==> config.mk <==
export PLATFORM = sky130hd
export DESIGN_NAME = hamming_encoder_variable_length
export DESIGN_NICKNAME = d
export VERILOG_FILES = /design/src/rtl/hev_pkg.sv /design/src/rtl/hev_encode.sv /design/src/rtl/hamming_encoder_variable_length.sv
export SDC_FILE = /design/constraint.sdc
export NUM_CORES = 1
export LEC_CHECK = 0
export BUFFER_PORTS_ARGS = -buffer_cell sky130_fd_sc_hd__buf_2
export CORE_UTILIZATION = 51
export CTS_CLUSTER_DIAMETER = 30
export DETAILED_ROUTE_END_ITERATION = 7
export GPL_ROUTABILITY_DRIVEN = 0
export PLACE_DENSITY = 0.81
export SLEW_MARGIN = 5
export SYNTH_ARGS = -nofsm -noshare
export SYNTH_HDL_FRONTEND = slang
export SYNTH_SLANG_ARGS = --single-unit
==> constraint.sdc <==
create_clock -name aclk -period 7.9 [get_ports aclk]
set_input_delay 0.79 -clock aclk [delete_from_list [all_inputs] [get_ports aclk]]
set_output_delay 0.79 -clock aclk [all_outputs]
set_load 0.05 [all_outputs]
==> src/rtl/hev_pkg.sv <==
// hev_pkg: widths, result type and constant position tables for the
// variable-length Hamming encoder. No dependencies.
package hev_pkg;

    localparam int HEV_MAX_DATA_BITS = 57;
    localparam int HEV_LEN_W         = 6;
    localparam int HEV_CODE_W        = 64;
    localparam int HEV_CODE_LEN_W    = 7;
    localparam int HEV_PAR_MAX       = 7;
    localparam int HEV_PAR_CNT_W     = 3;

    typedef struct packed {
        logic [HEV_CODE_W-1:0]     code_bits;
        logic [HEV_CODE_LEN_W-1:0] code_length;
    } hev_result_t;

    function automatic bit is_pow2(input int v);
        return (v != 0) && ((v & (v - 1)) == 0);
    endfunction

    // Data bit held by a non-power-of-two position p (1-based):
    // p minus the number of powers of two at or below p, minus one.
    function automatic int data_index(input int p);
        int pw;
        pw = 0;
        for (int k = 0; k < HEV_PAR_MAX; k++) begin
            if ((1 << k) <= p) begin
                pw++;
            end
        end
        return p - pw - 1;
    endfunction

    // Bit p-1 set for each position p covered by parity 2^k, the parity
    // position itself excluded.
    function automatic logic [HEV_CODE_W-1:0] cover_mask(input int k);
        logic [HEV_CODE_W-1:0] mask;
        mask = '0;
        for (int p = 1; p <= HEV_CODE_W; p++) begin
            if (((p >> k) & 1) == 1 && p != (1 << k)) begin
                mask[p-1] = 1'b1;
            end
        end
        return mask;
    endfunction

endpackage

==> src/rtl/hev_encode.sv <==
// hev_encode: combinational Hamming encoding of one registered data word.
// Depends on hev_pkg.
module hev_encode #(
    parameter int MAX_DATA_BITS = hev_pkg::HEV_MAX_DATA_BITS
) (
    input  logic [hev_pkg::HEV_LEN_W-1:0] data_length,
    input  logic [MAX_DATA_BITS-1:0]      data_bits,
    output hev_pkg::hev_result_t          result
);
    import hev_pkg::*;

    localparam logic [HEV_LEN_W-1:0] MaxLen = HEV_LEN_W'(MAX_DATA_BITS);

    logic [HEV_LEN_W-1:0]      m_sat;
    logic [HEV_PAR_CNT_W-1:0]  r_cnt;
    logic [HEV_CODE_LEN_W-1:0] n_len;
    logic [HEV_CODE_W-1:0]     code_pre;
    logic [HEV_CODE_W-1:0]     code_out;

    assign m_sat = (data_length > MaxLen) ? MaxLen : data_length;

    // r is the count of k with 2^k < m + k + 1 (the test is monotone in k).
    always_comb begin
        r_cnt = '0;
        for (int k = 0; k < HEV_PAR_MAX; k++) begin
            if ((HEV_CODE_LEN_W'(1) << k) <
                (HEV_CODE_LEN_W'(m_sat) + HEV_CODE_LEN_W'(k) + HEV_CODE_LEN_W'(1))) begin
                r_cnt = r_cnt + HEV_PAR_CNT_W'(1);
            end
        end
    end

    assign n_len = HEV_CODE_LEN_W'(m_sat) + HEV_CODE_LEN_W'(r_cnt);

    // Data placement is a fixed wiring; positions past n are masked off.
    always_comb begin
        code_pre = '0;
        for (int p = 1; p <= HEV_CODE_W; p++) begin
            if (!is_pow2(p) && data_index(p) < MAX_DATA_BITS) begin
                code_pre[p-1] = data_bits[data_index(p)] &
                                (HEV_CODE_LEN_W'(p) <= n_len);
            end
        end
    end

    always_comb begin
        code_out = code_pre;
        for (int k = 0; k < HEV_PAR_MAX; k++) begin
            if (HEV_PAR_CNT_W'(k) < r_cnt) begin
                code_out[(1 << k) - 1] = ^(code_pre & cover_mask(k));
            end
        end
    end

    assign result.code_bits   = code_out;
    assign result.code_length = n_len;

endmodule

==> src/rtl/hamming_encoder_variable_length.sv <==
// hamming_encoder_variable_length: top level, input register, encoder core,
// result register and handshake. Depends on hev_pkg and hev_encode.
//
// Even-parity Hamming encoder for data words of 0 to MAX_DATA_BITS bits.
// Each transaction carries a word and its length; the block adds the
// smallest number r of parity bits with 2^r >= m + r + 1 and returns the
// codeword with its length m + r. Bit p-1 of m_code_bits holds Hamming
// position p; bits at and above m_code_length are zero, and a length above
// MAX_DATA_BITS is clamped to it. Throughput is one transaction per clock
// while m_ready is not held low: the encode logic sits between an input
// register and a result register, and m_valid rises once a word has moved
// from the input register into the result register. Backpressure on the
// result channel stalls the input only once both registers are full.
module hamming_encoder_variable_length #(
    parameter int MAX_DATA_BITS = hev_pkg::HEV_MAX_DATA_BITS
) (
    input  logic                                aclk,
    input  logic                                aresetn,
    input  logic                                s_valid,
    output logic                                s_ready,
    input  logic [hev_pkg::HEV_LEN_W-1:0]       s_data_length,
    input  logic [MAX_DATA_BITS-1:0]            s_data_bits,
    output logic                                m_valid,
    input  logic                                m_ready,
    output logic [hev_pkg::HEV_CODE_W-1:0]      m_code_bits,
    output logic [hev_pkg::HEV_CODE_LEN_W-1:0]  m_code_length
);
    import hev_pkg::*;

    // input stage
    logic                     in_valid_reg, in_valid_next;
    logic [HEV_LEN_W-1:0]     in_len_reg;
    logic [MAX_DATA_BITS-1:0] in_data_reg;

    // result stage
    logic        out_valid_reg, out_valid_next;
    hev_result_t out_res_reg;
    hev_result_t enc_res;

    logic s_accept;
    logic advance;

    // result stage can take a new word when empty or being drained
    assign advance  = !out_valid_reg || m_ready;
    assign s_ready  = !in_valid_reg || advance;
    assign s_accept = s_valid && s_ready;

    hev_encode #(
        .MAX_DATA_BITS(MAX_DATA_BITS)
    ) u_encode (
        .data_length(in_len_reg),
        .data_bits  (in_data_reg),
        .result     (enc_res)
    );

    always_comb begin
        in_valid_next = in_valid_reg;
        if (s_accept) begin
            in_valid_next = 1'b1;
        end else if (advance) begin
            in_valid_next = 1'b0;
        end
    end

    always_comb begin
        out_valid_next = out_valid_reg;
        if (advance) begin
            out_valid_next = in_valid_reg;
        end
    end

    always_ff @(posedge aclk) begin
        if (!aresetn) begin
            in_valid_reg  <= 1'b0;
            out_valid_reg <= 1'b0;
        end else begin
            in_valid_reg  <= in_valid_next;
            out_valid_reg <= out_valid_next;
        end
    end

    // payload registers, no reset
    always_ff @(posedge aclk) begin
        if (s_accept) begin
            in_len_reg  <= s_data_length;
            in_data_reg <= s_data_bits;
        end
        if (advance && in_valid_reg) begin
            out_res_reg <= enc_res;
        end
    end

    assign m_valid       = out_valid_reg;
    assign m_code_bits   = out_res_reg.code_bits;
    assign m_code_length = out_res_reg.code_length;

`ifndef SYNTH
    // nothing above the codeword length may be set
    a_upper_zero: assert property (@(posedge aclk) disable iff (!aresetn)
        m_valid |-> ((m_code_bits >> m_code_length) == '0))
        else $error("code bits set above code length");

    // a codeword is empty or has at least three positions
    a_len_shape: assert property (@(posedge aclk) disable iff (!aresetn)
        m_valid |-> (m_code_length != HEV_CODE_LEN_W'(1) &&
                     m_code_length != HEV_CODE_LEN_W'(2)))
        else $error("impossible code length");

    // input held off only when both stages are full and output stalled
    a_ready_full: assert property (@(posedge aclk) disable iff (!aresetn)
        !s_ready |-> (in_valid_reg && out_valid_reg && !m_ready))
        else $error("input stalled with room in the pipeline");

    // a stalled result does not change under it
    a_hold: assert property (@(posedge aclk) disable iff (!aresetn)
        (m_valid && !m_ready) |=> (m_valid && $stable(out_res_reg)))
        else $error("stalled result changed");
`endif

endmodule

Word level (Yosys, flattened, before mapping):

Cells that the tools add are included.

* magnitude comparators: 71
* muxes and demuxes: 16
* add/sub/neg operators: 19
* reductions and logical operators: 13
* bitwise logic cells: 63
* shift-type cells: 0
* $mul: 0
* equal/unequal tests: 0
* div/mod/pow operators: 0

Operator list (count)
* XOR reduction 64 bit: 6
* AND 63 bit: 6
* less-or-equal comparator 6 x 7 -> 1 bit (first input constant): 31
* less-or-equal comparator 5 x 7 -> 1 bit (first input constant): 15
* AND 1 bit: 57
* less-or-equal comparator 4 x 7 -> 1 bit (first input constant): 7
* adder 7 x 1 -> 7 bit (second input constant): 6
* adder 6 x 3 -> 7 bit (second input constant): 3
* less-or-equal comparator 3 x 7 -> 1 bit (first input constant): 3
* two-way mux 3 bit: 6
* adder 3 x 1 -> 3 bit (second input constant): 5
* adder 6 x 2 -> 7 bit (second input constant): 2
* two-way mux 1 bit: 9
* adder 6 x 1 -> 7 bit (second input constant): 1
* adder 6 x 3 -> 7 bit: 1
* less-or-equal comparator 2 x 7 -> 1 bit (first input constant): 1
* < comparator 1 x 7 -> 1 bit (first input constant): 1
* < comparator 2 x 7 -> 1 bit (first input constant): 1
* < comparator 3 x 7 -> 1 bit (first input constant): 1
* < comparator 4 x 7 -> 1 bit (first input constant): 1
* < comparator 5 x 7 -> 1 bit (first input constant): 1
* < comparator 6 x 7 -> 1 bit (first input constant): 1
* < comparator 7 bit (first input constant): 1
* greater-than comparator 6 bit (second input constant): 1
* 9 further kinds: 15

* output and inout port bits: 73
* memories: 0
* bits in writable memories: 0
* bits in latches: 0
* register bits: 135
* ROM bits: 0

Longest topological paths before layout:

* depth after elaboration: 22
* gate-level depth with buffers: 41

Hierarchy:

From an unflattened synthesis, not the netlist that was laid out.

* cell total of the unflattened synthesis: 637
* area, all modules: 7945.1 um^2

Modules (own cells, without submodules)
* hamming_encoder_variable_length: cells an instance 143, area each 4127.7 um^2, instances 1
* hev_encode: cells an instance 494, area each 3817.4 um^2, instances 1

Least setup slack after synthesis:

No wires, ideal clock.

* kind: reg2reg
* start point: register in_len_reg[5]
* end point: register out_res_reg, in the netlist m_code_bits[31], data pin
* slack: -507 ps
* arrival: 8152 ps
* data required time: 7645 ps
* setup time: 255 ps
* cell stages (with the launch flop): 36
* clock period less this slack: 8407 ps
* path buffers: 2
* cell sequence: edfxtp_1 > buf_2 > nand3_1 > nor2_1 > or2_2 > ha_1 > a21boi_0 > or2_2 > or4_1 > ha_1 > or4_1 > and2_1 > ha_1 > inv_1 > a21oi_1 > a31o_2 > ha_1 > xnor2_1 > o211ai_1 > ha_1 > nand2_1 > xnor2_1 > xnor2_1 > xnor2_1 > ha_1 > buf_4 > and3_1 > o22a_2 > nor3_2 > a22o_1 > xnor3_1 > xnor3_1 > xnor2_1 > xnor3_1 > xnor2_1 > and3_1

RTL lines
* start, declared: line hamming_encoder_variable_length.sv:32 `logic [HEV_LEN_W-1:0] in_len_reg;`
* start signal, assigned: line hamming_encoder_variable_length.sv:85 `in_len_reg <= s_data_length;`
* end signal, assigned: line hamming_encoder_variable_length.sv:89 `out_res_reg <= enc_res;`
* end, declared: line hamming_encoder_variable_length.sv:37 `hev_result_t out_res_reg;`

==> reports/metrics.cfg <==
[detailed_routing]
wirelength_mm=31.99
vias_per_cell=6.551
routed.top_layer=met4
wl_met2_mm=14.36
post-route-drc-count=0
routed-via-count=7763
ant_nets=0
initialDrtViolationCount=1487
wire_per_inst_um=27.00
wl_met3_mm=4.202
first_pass_iters=8
drt-met1-wl_mm=10.73

[synthesis]
synthTopCellsByArea=edfxtp_1, xnor2_1, xnor3_1
synth_nets=733
synth_seq_cells=135
synthFlopType=edfxtp_1
synth_top_family_by_area=XOR/XNOR gates
synth_edf_count=133
synth-simple-area-share_pct=10.66
yosysMostFrequentCell=edfxtp_1
postSynthAreaPerCell_um2=12.04
synth_compound_area_share_pct=14.69
ys_seq_area_share_pct=51.53
ys_types=83
synthAdderAreaFrac_pct=2.653
synth_top_area_cell=edfxtp_1
netlist_top_cells_count=edfxtp_1, xnor2_1, inv_1, a21oi_1, nand2_1
yosys_warnings=0
yosys.area.top_type_share_pct=51.01
syn_inst=650
synthXorXnorAreaFrac_pct=14.80
synth-async-reset-ratio_pct=0
syn-cell-area_mm2=0.007829
synthMuxAreaShare_pct=1.582

[placement]
dpl.hpwl_mm=17.63
dp_cells=1113
io_buffers=138
post-place-ws_ns=-0.5052

[cts]
cts_hold_buf=0
cts_max_path_buffers=2
cts_tree=built
clock_sinks=135
clk_latency_ns=0.44
htreeDepth=4
root_buffer=clkbuf_16
numCtsBuffers=17
cts.clk_slew.worst_paths_ns=0.06

[worst_setup_path]
cp_slowest_stage_delay_ns=0.67
criticalPathCategory=flip-flop to flip-flop
worstPathRequired_ns=8.19
crit_fanout=4
cp_slowest_cell=o21ai_0
cp_top_family=simple AND/OR/NAND/NOR gates
cp.arrival_ns=8.98
cp-end-kind=flip-flop
path_common_cell=xnor2_2
cp-start-kind=flip-flop
crit_buf_inv=6

[timing]
finalClockSkew_ns=0.01259
final.min_clock_period_ns=8.687
rsz0062_at_grt=yes
clock.fmax_mhz=115.1
tightest_slew_ns=0.9556
finalSetupViolCount=6
hold_viol=0
holdWs_ns=0.5233
worst_slack_ns=-0.7873
final_max_slew_viol_count=0
slew_headroom_pct=35.86
period_share_pct=110.0

[power_and_ir_drop]
switching_share_pct=42.75
total_power_uw=4406
p_per_area_mw_per_mm2=374.9
pwr-share-clk_pct=16.8
ir_drop_mv=0.2439
sequentialPowerShare_pct=21.2
p_switching_uw=1883
p_leak_uw=0.004985
combPwrFrac_pct=62.0
internal_power_uw=2522

[cells_and_area]
multi_input_area_mm2=0.004397
largest_reg_flops=63
stdcell_count=1185
nets=1071
area_growth_pct=50.10
final_layout_size_suffix_gt1_share_pct=53.15
fillers=734
diodes=0
seq_area_mm2=0.004034

[grt]
grt_pass1_vias=7276
grt-ovfl-total=0
antenna_found_initial=0
grt_max_degree=64
grt_pass1_wl_mm=40.72
grt.total_usage_pct=34.53

[floorplanning]
core_area_mm2=0.01475
ios=140
die_area_mm2=0.01585
initial_core_util_pct=53.06
die_y_um=125.9
die_w_um=125.9
fp-row-count=44

[status]
violations=negative setup slack
outcome=finished with violations

[worst_hold_path]
worstHoldPathType=input pin to flip-flop

[run]
drv_cap=0

what timing repair did:
item | in CTS | in global routing
endpoints found under the setup margin | 6 | 6
gates cloned | 1 | 0
buffers inserted | 16 | 24
pin swaps | 43 | 42
resized for setup | 66 | 73
power by group through the flow:
stage | Clock (uW) | Sequential (uW) | Combinational (uW)
finish | 740 | 935 | 2730
global route | 769 | 940 | 2760
CTS | 735 | 933 | 2220
detailed placement | 0 | 946 | 2030
global placement | 0 | 946 | 1970
floorplan | 0 | 1090 | 1130
worst paths after layout:
path                                  start                            to  slack, ns  cells after the start
setup / recovery    in_len_reg[3]$_DFFE_PP_  m_code_bits[7]$_SDFFCE_PP0P_      -0.79                     37
hold / removal               s_data_bits[9]      in_data_reg[9]$_DFFE_PP_       0.52                      1
setup reg to reg    in_len_reg[3]$_DFFE_PP_  m_code_bits[7]$_SDFFCE_PP0P_      -0.79                     37
hold reg to reg   in_valid_reg$_SDFFE_PN0P_          m_valid$_SDFFE_PN0P_       0.55                      1
through the flow:
step	util, %	TNS [ns]	cell area (um2)
6_report	79.65	-3.351	11750
5_1_grt	79.65	-4.615	11750
4_1_cts	75.39	0	11120
3_5_place_dp	68.58	-2.340	10120
2_1_floorplan	-	0	8023
3_3_place_gp	68.58	-0.7817	10120
kinds of logic (layout without fill, tap and decap cells):
| group | after synthesis | after routing |
|---|---|---|
| AO/OA/AOI/OAI | 156 | 157 |
| AND/OR/NAND/NOR | 151 | 151 |
| flip-flops | 135 | 135 |
| XOR/XNOR | 106 | 106 |
| buffers and inverters | 73 | 423 |
| adder cells (fa/ha/maj) | 16 | 16 |
| multiplexers | 12 | 12 |
| other | 1 | 1 |
layout make-up:
type	count	area share, %
clock buffer	21	4.089
multi-input combinational	443	37.41
clock inverter	11	0.6388
timing repair buffer	350	20.24
inverter	41	1.331
sequential	135	34.33
tap	184	1.959
cells in the final DEF (no fill, tap or decap), drive strengths merged, types with 21 or more instances in the layout:
master  synthesis  routed
edfxtp        133     133
inv            41      41
xor2           22      22
nand2          28      28
o21ai          36      36
nor2           28      28
buf            20     350
xnor2          70      70
a21oi          30      31
clkbuf         12      21
layer usage:
layer  up-vias  global-route usage [%]
li1       3068                       -
met3       279                   9.601
met1      3596                   42.84
met4         0                   18.99
met5         -                       0
met2       820                   54.86
No activity file was read; power rests on OpenSTA's default activity.
